[config.mk]
export PLATFORM = sky130hd
export DESIGN_NAME = addressable_led_pixel_encoder_top
export DESIGN_NICKNAME = d
export VERILOG_FILES = /design/src/rtl/alpe_pkg.sv /design/src/rtl/alpe_front.sv /design/src/rtl/alpe_fifo.sv /design/src/rtl/alpe_back.sv /design/src/rtl/addressable_led_pixel_encoder_top.sv
export VERILOG_INCLUDE_DIRS = /design/src /design/src/rtl
export SDC_FILE = /design/constraint.sdc
export NUM_CORES = 1
export LEC_CHECK = 0
export BUFFER_PORTS_ARGS = -buffer_cell sky130_fd_sc_hd__clkbuf_2
export CAP_MARGIN = 20
export CORE_MARGIN = 10
export CORE_UTILIZATION = 45
export DETAILED_ROUTE_END_ITERATION = 12
export SLEW_MARGIN = 20
export SYNTH_ARGS = -nofsm -noshare
export SYNTH_HDL_FRONTEND = slang
export SYNTH_HIERARCHICAL = 1
export SYNTH_SLANG_ARGS = --single-unit
[constraint.sdc]
create_clock -name aclk -period 8.8 [get_ports aclk]
set_clock_uncertainty 0.1 [all_clocks]
set_input_delay 1.76 -clock aclk [delete_from_list [all_inputs] [get_ports aclk]]
set_output_delay 1.76 -clock aclk [all_outputs]
set_load 0.05 [all_outputs]
[src/rtl/addressable_led_pixel_encoder_top_defines.svh]
// Assertion macros for the addressable LED pixel encoder.
// Used by the queue and the symbol serializer; expects aclk and aresetn in scope.
`ifndef ADDRESSABLE_LED_PIXEL_ENCODER_TOP_DEFINES_SVH
`define ADDRESSABLE_LED_PIXEL_ENCODER_TOP_DEFINES_SVH

`ifndef SYNTHESIS
// Checked only while out of reset
`define ALPE_ASSERT(lbl, prop) \
    lbl: assert property (@(posedge aclk) disable iff (!aresetn) prop) \
        else $error("alpe assertion failed");
// Checked at every edge, reset included
`define ALPE_ASSERT_RST(lbl, prop) \
    lbl: assert property (@(posedge aclk) prop) \
        else $error("alpe reset assertion failed");
`else
`define ALPE_ASSERT(lbl, prop)
`define ALPE_ASSERT_RST(lbl, prop)
`endif

`endif

[src/rtl/alpe_pkg.sv]
// Shared types and constants of the addressable LED pixel encoder.
// No dependencies.
package alpe_pkg;

    localparam int unsigned PIX_W       = 10;
    localparam logic [10:0] MAX_LEDS    = 11'd1024;
    localparam logic [14:0] RESET_TICKS = 15'd250;
    localparam int unsigned WORD_BITS   = 24;

    // Queue between front and back
    localparam int unsigned FIFO_DEPTH = 4;
    localparam int unsigned FIFO_AW    = 2;
    localparam int unsigned FIFO_CW    = 3;

    // Register indexes
    localparam logic [3:0] REG_SCALE_RED   = 4'd0;
    localparam logic [3:0] REG_SCALE_GREEN = 4'd1;
    localparam logic [3:0] REG_SCALE_BLUE  = 4'd2;
    localparam logic [3:0] REG_CORR_ON     = 4'd3;
    localparam logic [3:0] REG_BYTE_ORDER  = 4'd4;
    localparam logic [3:0] REG_LED_COUNT   = 4'd5;
    localparam logic [3:0] REG_SHORT_TICKS = 4'd6;
    localparam logic [3:0] REG_LONG_TICKS  = 4'd7;

    // Wire byte orders
    localparam logic [2:0] ORDER_RGB = 3'd0;
    localparam logic [2:0] ORDER_GRB = 3'd1;
    localparam logic [2:0] ORDER_BRG = 3'd2;
    localparam logic [2:0] ORDER_RBG = 3'd3;
    localparam logic [2:0] ORDER_GBR = 3'd4;
    localparam logic [2:0] ORDER_BGR = 3'd5;

    typedef struct packed {
        logic [17:0] scale_red;
        logic [17:0] scale_green;
        logic [17:0] scale_blue;
        logic        correction_on;
        logic [2:0]  byte_order;
        logic [10:0] led_count;
    } front_cfg_t;

    typedef struct packed {
        logic [14:0] short_ticks;
        logic [14:0] long_ticks;
    } back_cfg_t;

    typedef struct packed {
        logic [WORD_BITS-1:0] word;
        logic                 frame_end;
    } entry_t;

endpackage

[src/rtl/alpe_front.sv]
// Front end: scales (when correction is on) and reorders one pixel, tracks frame position.
// Depends on alpe_pkg.
module alpe_front (
    input  logic                  aclk,
    input  logic                  aresetn,
    input  alpe_pkg::front_cfg_t  cfg,
    input  logic                  pix_valid,
    input  logic [7:0]            pix_red,
    input  logic [7:0]            pix_green,
    input  logic [7:0]            pix_blue,
    output logic                  pix_ready,
    input  logic                  q_full,
    output logic                  q_push,
    output alpe_pkg::entry_t      q_data
);

    logic [alpe_pkg::PIX_W-1:0] pixel_index_reg, pixel_index_next;
    logic [7:0]  r_c, g_c, b_c;
    logic [alpe_pkg::WORD_BITS-1:0] word_c;
    logic [10:0] count_eff;
    logic [10:0] next_pos;
    logic        frame_end;

    // Round half up and saturate one channel
    function automatic logic [7:0] scale_ch(input logic [7:0] c, input logic [17:0] s);
        logic [26:0] prod;
        logic [10:0] v;
        prod = {1'b0, 8'(c) * 18'(s) + 26'd0} + 27'd32768;
        v    = prod[26:16];
        return (v > 11'd255) ? 8'hFF : v[7:0];
    endfunction

    assign pix_ready = !q_full;
    assign q_push    = pix_valid && !q_full;
    assign q_data    = '{word: word_c, frame_end: frame_end};

    // Correct the channels
    always_comb begin
        if (cfg.correction_on) begin
            r_c = scale_ch(pix_red, cfg.scale_red);
            g_c = scale_ch(pix_green, cfg.scale_green);
            b_c = scale_ch(pix_blue, cfg.scale_blue);
        end else begin
            r_c = pix_red;
            g_c = pix_green;
            b_c = pix_blue;
        end
    end

    // Arrange bytes in wire order
    always_comb begin
        unique case (cfg.byte_order)
            alpe_pkg::ORDER_RGB: word_c = {r_c, g_c, b_c};
            alpe_pkg::ORDER_BRG: word_c = {b_c, r_c, g_c};
            alpe_pkg::ORDER_RBG: word_c = {r_c, b_c, g_c};
            alpe_pkg::ORDER_GBR: word_c = {g_c, b_c, r_c};
            alpe_pkg::ORDER_BGR: word_c = {b_c, g_c, r_c};
            default:             word_c = {g_c, r_c, b_c};
        endcase
    end

    // Classify frame end against the clamped count
    always_comb begin
        if (cfg.led_count == 11'd0) begin
            count_eff = 11'd1;
        end else if (cfg.led_count > alpe_pkg::MAX_LEDS) begin
            count_eff = alpe_pkg::MAX_LEDS;
        end else begin
            count_eff = cfg.led_count;
        end
        next_pos         = {1'b0, pixel_index_reg} + 11'd1;
        frame_end        = (next_pos >= count_eff);
        pixel_index_next = pixel_index_reg;
        if (q_push) begin
            pixel_index_next = frame_end ? '0 : next_pos[alpe_pkg::PIX_W-1:0];
        end
    end

    always_ff @(posedge aclk) begin
        if (!aresetn) begin
            pixel_index_reg <= '0;
        end else begin
            pixel_index_reg <= pixel_index_next;
        end
    end

endmodule

[src/rtl/alpe_fifo.sv]
// Short queue of classified pixels between front and back.
// Depends on alpe_pkg and the assertion macro header.
`include "addressable_led_pixel_encoder_top_defines.svh"
module alpe_fifo (
    input  logic              aclk,
    input  logic              aresetn,
    input  logic              push,
    input  alpe_pkg::entry_t  push_data,
    output logic              full,
    input  logic              pop,
    output logic              head_valid,
    output alpe_pkg::entry_t  head_data
);

    alpe_pkg::entry_t mem [alpe_pkg::FIFO_DEPTH];
    logic [alpe_pkg::FIFO_AW-1:0] wr_ptr_reg, wr_ptr_next;
    logic [alpe_pkg::FIFO_AW-1:0] rd_ptr_reg, rd_ptr_next;
    logic [alpe_pkg::FIFO_CW-1:0] count_reg, count_next;

    assign full       = (count_reg == alpe_pkg::FIFO_CW'(alpe_pkg::FIFO_DEPTH));
    assign head_valid = (count_reg != '0);
    assign head_data  = mem[rd_ptr_reg];

    // Advance pointers and count
    always_comb begin
        wr_ptr_next = wr_ptr_reg;
        rd_ptr_next = rd_ptr_reg;
        count_next  = count_reg;
        if (push) begin
            wr_ptr_next = wr_ptr_reg + 1'b1;
        end
        if (pop) begin
            rd_ptr_next = rd_ptr_reg + 1'b1;
        end
        if (push && !pop) begin
            count_next = count_reg + 1'b1;
        end else if (pop && !push) begin
            count_next = count_reg - 1'b1;
        end
    end

    always_ff @(posedge aclk) begin
        if (!aresetn) begin
            wr_ptr_reg <= '0;
            rd_ptr_reg <= '0;
            count_reg  <= '0;
        end else begin
            wr_ptr_reg <= wr_ptr_next;
            rd_ptr_reg <= rd_ptr_next;
            count_reg  <= count_next;
        end
    end

    // Store words
    always_ff @(posedge aclk) begin
        if (push) begin
            mem[wr_ptr_reg] <= push_data;
        end
    end

    `ALPE_ASSERT(a_fifo_count_bound, count_reg <= alpe_pkg::FIFO_CW'(alpe_pkg::FIFO_DEPTH))
    `ALPE_ASSERT(a_fifo_pop_nonempty, pop |-> head_valid)
    `ALPE_ASSERT(a_fifo_count_ptrs, count_reg[alpe_pkg::FIFO_AW-1:0] == (wr_ptr_reg - rd_ptr_reg))

endmodule

[src/rtl/alpe_back.sv]
// Back end: serializes queued pixels into pulse-width symbols.
// Depends on alpe_pkg and the assertion macro header.
`include "addressable_led_pixel_encoder_top_defines.svh"
module alpe_back (
    input  logic              aclk,
    input  logic              aresetn,
    input  alpe_pkg::back_cfg_t cfg,
    input  logic              head_valid,
    input  alpe_pkg::entry_t  head_data,
    output logic              pop,
    output logic              m_tvalid,
    input  logic              m_tready,
    output logic [31:0]       m_tdata,
    output logic              m_tlast,
    output logic              m_tuser
);

    logic        busy_reg, busy_next;
    logic [alpe_pkg::WORD_BITS-1:0] word_reg, word_next;
    logic        frame_end_reg, frame_end_next;
    logic [4:0]  bit_idx_reg, bit_idx_next;
    logic        out_valid_reg, out_valid_next;
    logic [31:0] out_data_reg, out_data_next;
    logic        out_last_reg, out_last_next;
    logic        out_user_reg, out_user_next;
    logic        load;
    logic        cur_final;

    assign m_tvalid = out_valid_reg;
    assign m_tdata  = out_data_reg;
    assign m_tlast  = out_last_reg;
    assign m_tuser  = out_user_reg;

    // Build next symbol, pop the queue on the final symbol of a pixel or while idle
    always_comb begin
        load           = !out_valid_reg || m_tready;
        cur_final      = frame_end_reg ? (bit_idx_reg == 5'd24) : (bit_idx_reg == 5'd23);
        pop            = 1'b0;
        busy_next      = busy_reg;
        word_next      = word_reg;
        frame_end_next = frame_end_reg;
        bit_idx_next   = bit_idx_reg;
        out_valid_next = out_valid_reg;
        out_data_next  = out_data_reg;
        out_last_next  = out_last_reg;
        out_user_next  = out_user_reg;
        if (load) begin
            if (busy_reg) begin
                out_valid_next = 1'b1;
                out_last_next  = cur_final;
                if (bit_idx_reg == 5'd24) begin
                    out_data_next = {alpe_pkg::RESET_TICKS, 1'b0, alpe_pkg::RESET_TICKS, 1'b0};
                    out_user_next = 1'b1;
                end else if (word_reg[alpe_pkg::WORD_BITS-1]) begin
                    out_data_next = {cfg.short_ticks, 1'b0, cfg.long_ticks, 1'b1};
                    out_user_next = 1'b0;
                end else begin
                    out_data_next = {cfg.long_ticks, 1'b0, cfg.short_ticks, 1'b1};
                    out_user_next = 1'b0;
                end
                if (cur_final) begin
                    pop            = head_valid;
                    busy_next      = head_valid;
                    word_next      = head_data.word;
                    frame_end_next = head_data.frame_end;
                    bit_idx_next   = '0;
                end else begin
                    word_next    = {word_reg[alpe_pkg::WORD_BITS-2:0], 1'b0};
                    bit_idx_next = bit_idx_reg + 5'd1;
                end
            end else begin
                out_valid_next = 1'b0;
                if (head_valid) begin
                    pop            = 1'b1;
                    busy_next      = 1'b1;
                    word_next      = head_data.word;
                    frame_end_next = head_data.frame_end;
                    bit_idx_next   = '0;
                end
            end
        end
    end

    always_ff @(posedge aclk) begin
        if (!aresetn) begin
            busy_reg      <= 1'b0;
            bit_idx_reg   <= '0;
            out_valid_reg <= 1'b0;
        end else begin
            busy_reg      <= busy_next;
            bit_idx_reg   <= bit_idx_next;
            out_valid_reg <= out_valid_next;
        end
    end

    // Hold payload
    always_ff @(posedge aclk) begin
        word_reg      <= word_next;
        frame_end_reg <= frame_end_next;
        out_data_reg  <= out_data_next;
        out_last_reg  <= out_last_next;
        out_user_reg  <= out_user_next;
    end

    `ALPE_ASSERT(a_back_idx_bound, busy_reg |-> (bit_idx_reg <= 5'd24))
    `ALPE_ASSERT(a_back_reset_sym_last, (out_valid_reg && out_user_reg) |-> out_last_reg)
    `ALPE_ASSERT_RST(a_back_reset_clears, !aresetn |=> (!out_valid_reg && !busy_reg))

endmodule

[src/rtl/addressable_led_pixel_encoder_top.sv]
// Addressable LED pixel encoder: on an idle block an accepted pixel passes the queue and the
// word register to the output register. The serializer sends one symbol per cycle while the
// receiver is ready: 24 per pixel plus a reset symbol at a frame end. A four-entry queue
// lets pixels be taken while symbols go out. Synchronous active-low reset restores the
// register defaults, clears the frame position and empties the queue and output register.
module addressable_led_pixel_encoder_top (
    input  logic        aclk,
    input  logic        aresetn,
    // Configuration write channel
    input  logic        cfg_valid,
    output logic        cfg_ready,
    input  logic [3:0]  cfg_index,
    input  logic [17:0] cfg_data,
    // Pixel input
    input  logic        s_axis_tvalid,
    output logic        s_axis_tready,
    input  logic [23:0] s_axis_tdata,   // red[7:0], green[15:8], blue[23:16]
    // Symbol output
    output logic        m_axis_tvalid,
    input  logic        m_axis_tready,
    output logic [31:0] m_axis_tdata,   // first_level[0], first_ticks[15:1],
                                        // second_level[16], second_ticks[31:17]
    output logic        m_axis_tlast,   // run_last
    output logic        m_axis_tuser    // frame_reset
);

    alpe_pkg::front_cfg_t fcfg_reg;
    alpe_pkg::back_cfg_t  bcfg_reg;
    logic                 q_push, q_full, q_pop, q_head_valid;
    alpe_pkg::entry_t     q_in, q_head;

    assign cfg_ready = 1'b1;

    // Register writes; indexes beyond the list drop
    always_ff @(posedge aclk) begin
        if (!aresetn) begin
            fcfg_reg.scale_red     <= 18'd65536;
            fcfg_reg.scale_green   <= 18'd26075;
            fcfg_reg.scale_blue    <= 18'd6942;
            fcfg_reg.correction_on <= 1'b1;
            fcfg_reg.byte_order    <= alpe_pkg::ORDER_GRB;
            fcfg_reg.led_count     <= 11'd12;
            bcfg_reg.short_ticks   <= 15'd3;
            bcfg_reg.long_ticks    <= 15'd9;
        end else if (cfg_valid) begin
            unique case (cfg_index)
                alpe_pkg::REG_SCALE_RED:   fcfg_reg.scale_red     <= cfg_data;
                alpe_pkg::REG_SCALE_GREEN: fcfg_reg.scale_green   <= cfg_data;
                alpe_pkg::REG_SCALE_BLUE:  fcfg_reg.scale_blue    <= cfg_data;
                alpe_pkg::REG_CORR_ON:     fcfg_reg.correction_on <= cfg_data[0];
                alpe_pkg::REG_BYTE_ORDER:  fcfg_reg.byte_order    <= cfg_data[2:0];
                alpe_pkg::REG_LED_COUNT:   fcfg_reg.led_count     <= cfg_data[10:0];
                alpe_pkg::REG_SHORT_TICKS: bcfg_reg.short_ticks   <= cfg_data[14:0];
                alpe_pkg::REG_LONG_TICKS:  bcfg_reg.long_ticks    <= cfg_data[14:0];
                default: ;
            endcase
        end
    end

    alpe_front u_front (
        .aclk      (aclk),
        .aresetn   (aresetn),
        .cfg       (fcfg_reg),
        .pix_valid (s_axis_tvalid),
        .pix_red   (s_axis_tdata[7:0]),
        .pix_green (s_axis_tdata[15:8]),
        .pix_blue  (s_axis_tdata[23:16]),
        .pix_ready (s_axis_tready),
        .q_full    (q_full),
        .q_push    (q_push),
        .q_data    (q_in)
    );

    alpe_fifo u_fifo (
        .aclk       (aclk),
        .aresetn    (aresetn),
        .push       (q_push),
        .push_data  (q_in),
        .full       (q_full),
        .pop        (q_pop),
        .head_valid (q_head_valid),
        .head_data  (q_head)
    );

    alpe_back u_back (
        .aclk       (aclk),
        .aresetn    (aresetn),
        .cfg        (bcfg_reg),
        .head_valid (q_head_valid),
        .head_data  (q_head),
        .pop        (q_pop),
        .m_tvalid   (m_axis_tvalid),
        .m_tready   (m_axis_tready),
        .m_tdata    (m_axis_tdata),
        .m_tlast    (m_axis_tlast),
        .m_tuser    (m_axis_tuser)
    );

endmodule

==> flow_summary.yaml, run 1 <==
detailed_routing:
  avgRoutedWirePerCell_um: 19.3
  drc_errors: 0
  detail-route-antenna-nets: 0
  detail_route.first_pass.iterations: 5
  drt-initial-drc-count: 1085
  drt_wl_total_um: 66600
  via_per_inst: 5.29
  vias: 18200
cts:
  cts_buffers: 30
  cts-root-buf: "clkbuf_16"
  cts_sinks: 283
  clk_latency_ns: 0.59
  path_clk_slew_ns: 0.06
  ctsHoldBuffers: 0
  cts_resized: 0
  h-tree-depth: 1
  tritoncts: "done"
  cts_buffer_depth: 3
  post-cts-setup-buffer-count: 0
die:
  die_w_um: 262
  initial_core_util_pct: 45.5
  ios: 88
  core_mm2: 0.0578
  die_area_mm2: 0.0685
  core.rowCount: 88
  die_h_um: 262
yosys:
  syn_area_mm2: 0.0263
  synth_area_per_cell_um2: 10.1
  synth_ff_type: "edfxtp_1"
  synth_nets: 3149
  yosysSeqAreaShare_pct: 27.6
  async_reset_ff_share_pct: 0
  syn_inst: 2610
  yosys_warnings: 6
  synth_seq_cells: 283
  synth_edf_count: 158
  synth_cell_types: 96
pwr:
  swShare_pct: 38.3
  power_frac_comb_pct: 43.4
  power_density_mw_per_mm2: 194
  ir_drop_v: 0.000116
  internal_power_uw: 3400
  seqPwrFrac_pct: 33.4
  p_sw_uw: 2110
  p_leak_uw: 0.0135
  clkPwrFrac_pct: 23.2
global_routing:
  grt_start_max_net_pins: 73
  grt_use_total_pct: 19.6
  antenna_found_initial: 2
  grt_pass1_wl_um: 106000
  first_global_vias: 18900
  overflow: 0
flow_run:
  maxCapViolCount: 0
timing:
  hold_violations: 0
  fmax_mhz: 137
  worst_slack_ns: 1.50
  tns_ns: 0
  maxSlewViolCount: 0
  finalSetupViolCount: 0
  slew-limit-headroom_pct: 45.1
  fin_crit_sh_pct: 82.9
  tightest_slew_ns: 0.822
  period_needed_ns: 7.30
  rsz0062_at_grt: "false"
critical_path:
  critical_path_class: "input pin to flip-flop"
  worstPathRequired_ns: 9.00
  timing.rr.end: "u_fifo/mem[0][9]"
  critical_path_arrival_ns: 7.50
  reg2reg_from: "fcfg_reg[65]"
  endpoint_kind: "flip-flop"
  ff2ff_setup_slack_ns: 2.52
  reg2reg_depth: 19
  critPathLaunchType: "input pin"
  crit_fanout: 18
finish:
  nFillCells: 5373
  drive_gt1_share_pct: 8.90
  multi_input_area_mm2: 0.0170
  synthToLayoutAreaGrowth_pct: 7.97
  num-nets-final: 3200
  design_area_mm2: 0.0284
  seqCellArea_mm2: 0.00725
  antennaDiodeCount: 0
  largest_reg_flops: 100
hold_path:
  hold_path_class: "flip-flop to flip-flop"
  hold_path_end: "bcfg_reg[12]"
  min-delay-start: "bcfg_reg[12]"
  holdPathStages: 2
place:
  placed_cell_area_mm2: 0.0274
  hpwl_um: 50300
  portBuffers: 85
  gp_congestion: 0.910
  pre_cts_slack_ns: 0.926
outcome:
  status: "finished, final reports clean"
==> stage by stage <==
stage	hold slack (ns)	total power, uW	util [%]	std cells
6_report	0.377	5510	49.1	3450
4_1_cts	0.381	5560	49.1	3450
3_5_place_dp	0.372	4270	47.4	3394
3_3_place_gp	0.362	4200	47.4	3394
5_1_grt	0.401	5900	49.1	3450
2_1_floorplan	0.337	3620	-	2610
==> layer usage <==
layer / global-route usage, % / vias to the layer above / share of wire (%)
met3: 2.32 / 61 / 3.7
met1: 27.2 / 9224 / 47
met5: 0 / - / 0.014
met2: 33.1 / 322 / 48
li1: - / 8632 / -
met4: 3.11 / 2 / 1.5
==> how the worst max path moves through the flow <==
stage	slack [ns]	end	cells past startpoint	from
floorplan	1.68	u_fifo/mem[0][9]	21	s_axis_tdata[10]
global placement	1.02	u_fifo/mem[0][9]	20	s_axis_tdata[0]
detailed placement	0.93	u_fifo/mem[0][9]	20	s_axis_tdata[0]
CTS	1.55	u_fifo/mem[3][9]	20	s_axis_tdata[0]
global route	1.23	u_fifo/mem[1][9]	20	s_axis_tdata[0]
finish	1.50	u_fifo/mem[0][9]	20	s_axis_tdata[0]
==> cells in the mapped netlist (5+ instances only) <==
| master | n | area [um2] |
|---|---|---|
| and3_1 | 13 | 81.3 |
| o21ai_0 | 67 | 335 |
| xnor2_1 | 20 | 175 |
| xor2_1 | 18 | 158 |
| o22a_1 | 5 | 43.8 |
| a21oi_1 | 54 | 270 |
| mux4_2 | 20 | 450 |
| o21ai_1 | 8 | 40.0 |
| a21boi_0 | 5 | 37.5 |
| o21a_1 | 6 | 45.0 |
| a31o_2 | 7 | 61.3 |
| clkbuf_1 | 54 | 203 |
| ha_1 | 202 | 2530 |
| o211ai_1 | 27 | 203 |
| a31oi_1 | 11 | 68.8 |
| nand2_1 | 274 | 1030 |
| inv_1 | 433 | 1630 |
| and2_1 | 335 | 2100 |
| mux2_4 | 17 | 255 |
| o21bai_1 | 5 | 37.5 |
| a21o_1 | 19 | 143 |
| buf_2 | 7 | 35.0 |
| a221oi_1 | 5 | 43.8 |
| o22ai_1 | 9 | 56.3 |
| fa_1 | 286 | 5730 |
| dfxtp_1 | 125 | 2500 |
| o311ai_1 | 11 | 96.3 |
| nand4_1 | 11 | 68.8 |
| buf_4 | 6 | 45.0 |
| nor2_1 | 91 | 342 |
| mux2_2 | 9 | 101 |
| nand2b_1 | 10 | 62.6 |
| mux4_1 | 5 | 131 |
| nor2b_1 | 8 | 50.1 |
| edfxtp_1 | 158 | 4740 |
| mux2i_1 | 120 | 1200 |
| buf_6 | 8 | 90.1 |
| or3_1 | 6 | 37.5 |
| nor3_1 | 12 | 60.1 |
| a211oi_1 | 12 | 90.1 |
| nand3_1 | 28 | 140 |
==> layout make-up <==
type                       instances  share of cell area [%]
tap                              765                    3.37
inverter                         436                    5.76
clock inverter                    17                   0.480
sequential                       283                    25.5
timing repair buffer             102                    1.96
multi-input combinational       1808                    59.8
clock buffer                      39                    3.10
==> kinds of logic (layout without fill, tap and decap cells) <==
family	count (synthesis)	after routing	synth area share, %
other	2	2	0.0286
AOI/OAI and AO/OA	289	289	7.51
xor gates and xnor gates	38	38	1.27
adders and majority gates	488	488	31.4
buffers and inverters	519	594	7.89
DFF	283	283	27.6
and+or+nand+nor	820	820	16.2
muxes	171	171	8.14
==> cell usage in the layout (no fill, tap or decap), types with 6 or more instances in the layout <==
cell,Yosys,layout
mux2_2,9,9
nor3_1,12,11
o211ai_1,27,27
a211oi_1,12,12
clkbuf_2,2,84
or3_1,6,6
ha_1,202,202
o311ai_1,11,11
o22ai_1,9,9
o21ai_0,67,67
nand3_1,28,28
nand2b_1,10,10
and3_1,13,13
nor2_1,91,91
mux4_2,20,20
xnor2_1,20,20
dfxtp_1,125,125
a21o_1,19,19
nand4_1,11,11
a21oi_1,54,54
xor2_1,18,18
nor2b_1,8,8
inv_1,433,433
a31o_2,7,7
a31oi_1,11,11
nand2_1,274,274
and2_1,335,335
fa_1,286,286
mux2_4,17,17
mux2i_1,120,120
edfxtp_1,158,158
o21a_1,6,6
buf_4,6,18
clkinvlp_4,0,6
clkbuf_16,0,34
o21ai_1,8,8
==> power by group through the flow <==
| stage | clock network (uW) | registers [uW] | logic (uW) |
|---|---|---|---|
| final | 1280 | 1840 | 2390 |
| after global placement | 0 | 1860 | 2340 |
| after CTS | 1310 | 1840 | 2410 |
| after detailed placement | 0 | 1870 | 2400 |
| after floorplan | 0 | 1940 | 1670 |
| after global routing | 1360 | 1860 | 2680 |
==> worst max-delay path, cell delays in order <==
cell      delay, ns
clkbuf_2       0.37
nand2_1        0.16
fa_1           0.52
fa_1           0.51
inv_1          0.05
fa_1           0.54
inv_1          0.05
fa_1           0.47
inv_1          0.04
ha_1           0.28
a21oi_1        0.29
o21ai_1        0.23
a21oi_1        0.20
nor3b_1        0.07
a2111o_1       0.40
xnor2_1        0.45
a31oi_1        0.34
o21ai_0        0.18
o211ai_1       0.11
or3_1          0.45
No activity file was read; power rests on OpenSTA's default activity.
==> inputs of run 2 (changes only) <==
==> constraint.sdc (replaced) <==
create_clock -name aclk -period 6.3 [get_ports aclk]
set_clock_uncertainty 0.1 [all_clocks]
set_input_delay 1.26 -clock aclk [delete_from_list [all_inputs] [get_ports aclk]]
set_output_delay 1.26 -clock aclk [all_outputs]
set_load 0.05 [all_outputs]
==> run 2 against run 1 <==
Worst setup slack got worse by 1.4 ns. Worst hold slack got worse by 0.00095 ns. Largest power group unchanged. Die area did not move.
==> flow_summary.yaml, run 2 (synthesis gave the netlist of run 1 again) <==
outcome:
  status: "finished, final reports clean"
detailed_routing:
  detail_route.first_pass.iterations: 7
  vias: 19000
  drc_errors: 0
  avgRoutedWirePerCell_um: 18.9
  via_per_inst: 5.20
  drt_wl_total_um: 68900
  detail-route-antenna-nets: 0
  drt-initial-drc-count: 1060
timing:
  fin_crit_sh_pct: 98.7
  finalSetupViolCount: 0
  hold_violations: 0
  tightest_slew_ns: 1.17
  period_needed_ns: 6.22
  fmax_mhz: 161
  maxSlewViolCount: 0
  hold-worst-slack_ns: 0.376
  rsz0062_at_grt: "true"
  slew-limit-headroom_pct: 21.8
finish:
  largest_reg_flops: 100
  final_common_cell: "inv_1"
  synthToLayoutAreaGrowth_pct: 16.1
  final_cell_mix: "inv_1 (430), and2_1 (326), fa_1 (282)"
  num-nets-final: 3403
  drive_gt1_share_pct: 17.9
  nFillCells: 5210
  design_area_mm2: 0.0305
die:
  core_mm2: 0.0578
  die_h_um: 262
  ios: 88
  die_w_um: 262
  die_area_mm2: 0.0685
  core.rowCount: 88
  initial_core_util_pct: 45.5
place:
  portBuffers: 85
  hpwl_um: 53100
  placed_cell_area_mm2: 0.0288
  gp_congestion: 0.911
critical_path:
  crit_fanout: 7
  worstPathRequired_ns: 6.52
  critical_path_arrival_ns: 6.43
  critPathLaunchType: "input pin"
  critical_path_class: "input pin to flip-flop"
  endpoint_kind: "flip-flop"
global_routing:
  first_global_vias: 20000
  grt_start_max_net_pins: 82
  grt_pass1_wl_um: 109000
  antenna_found_initial: 4
  grt_use_total_pct: 20.2
  overflow: 0
cts:
  clk_latency_ns: 0.59
  h-tree-depth: 1
  ctsHoldBuffers: 0
  cts_buffer_depth: 3
  path_clk_slew_ns: 0.06
  cts-root-buf: "clkbuf_16"
  tritoncts: "done"
  cts_sinks: 283
  cts_buffers: 30
flow_run:
  maxCapViolCount: 0
pwr:
  p_leak_uw: 0.0146
  power_density_mw_per_mm2: 273
  ir_drop_v: 0.000251
hold_path:
  hold_path_class: "flip-flop to flip-flop"
## run 2: worst paths after layout
path         slack (ns)  cells after the start          endpoint            start
max                0.08                     23  u_fifo/mem[1][9]  s_axis_tdata[8]
min                0.38                      2      bcfg_reg[10]     bcfg_reg[10]
max reg2reg        0.26                     19  u_fifo/mem[1][9]     fcfg_reg[37]
min reg2reg        0.38                      2      bcfg_reg[10]     bcfg_reg[10]
## run 2: power breakdown
| part | switching (uW) | internal [uW] |
|---|---|---|
| Combinational | 2230 | 1820 |
| Clock | 763 | 960 |
| Sequential | 117 | 2450 |
## run 2: area by class of cell
| type | instances | area (um2) | area share (%) |
|---|---|---|---|
| antenna | 2 | 5.00 | 0.0164 |
| clock buffer | 45 | 867 | 2.84 |
| clock inverter | 10 | 95.1 | 0.311 |
| inverter | 436 | 1640 | 5.36 |
| multi-input combinational | 1808 | 17400 | 57.1 |
| sequential | 283 | 7250 | 23.7 |
| tap | 765 | 957 | 3.13 |
| timing repair buffer | 305 | 2310 | 7.55 |
## run 2: metal layers
layer	part of all wire, %	GRT usage [%]
met1	45	27.3
met3	5.5	3.23
met2	48	33.7
met4	1.8	4.05
met5	0.019	0
## run 2: timing repair
item | 4_1_cts | 5_1_grt
buffers inserted | 0 | 25
pin swaps | 2 | 59
setup endpoints to repair | 20 | 96
cloned | 0 | 1
gates resized for setup | 14 | 160
## run 2: critical path, cell delays in order
cell	delay [ns]
clkbuf_2	0.15
buf_4	0.18
and2_1	0.16
ha_1	0.27
inv_1	0.05
fa_1	0.50
inv_1	0.05
fa_1	0.52
inv_1	0.04
fa_1	0.47
inv_1	0.04
ha_1	0.29
a21oi_2	0.15
o21ai_2	0.09
o22ai_4	0.22
a31oi_2	0.15
or3_4	0.42
a2111oi_4	0.44
nand2_4	0.14
buf_6	0.14
o22ai_4	0.15
o211ai_1	0.13
or3_4	0.42
## run 2: metrics by stage
stage | instances | utilization, % | setup WS (ns) | setup TNS (ns) | power [uW]
CTS | 3627 | 51.5 | 0.0241 | 0 | 8170
finish | 3654 | 52.8 | 0.0821 | 0 | 8330
global route | 3652 | 52.8 | -0.0994 | -1.71 | 8940
floorplan | 2610 | - | -0.0186 | -0.0746 | 5060
detailed placement | 3572 | 49.8 | -0.817 | -54.20 | 6430
global placement | 3572 | 49.8 | -0.854 | -53.27 | 6340
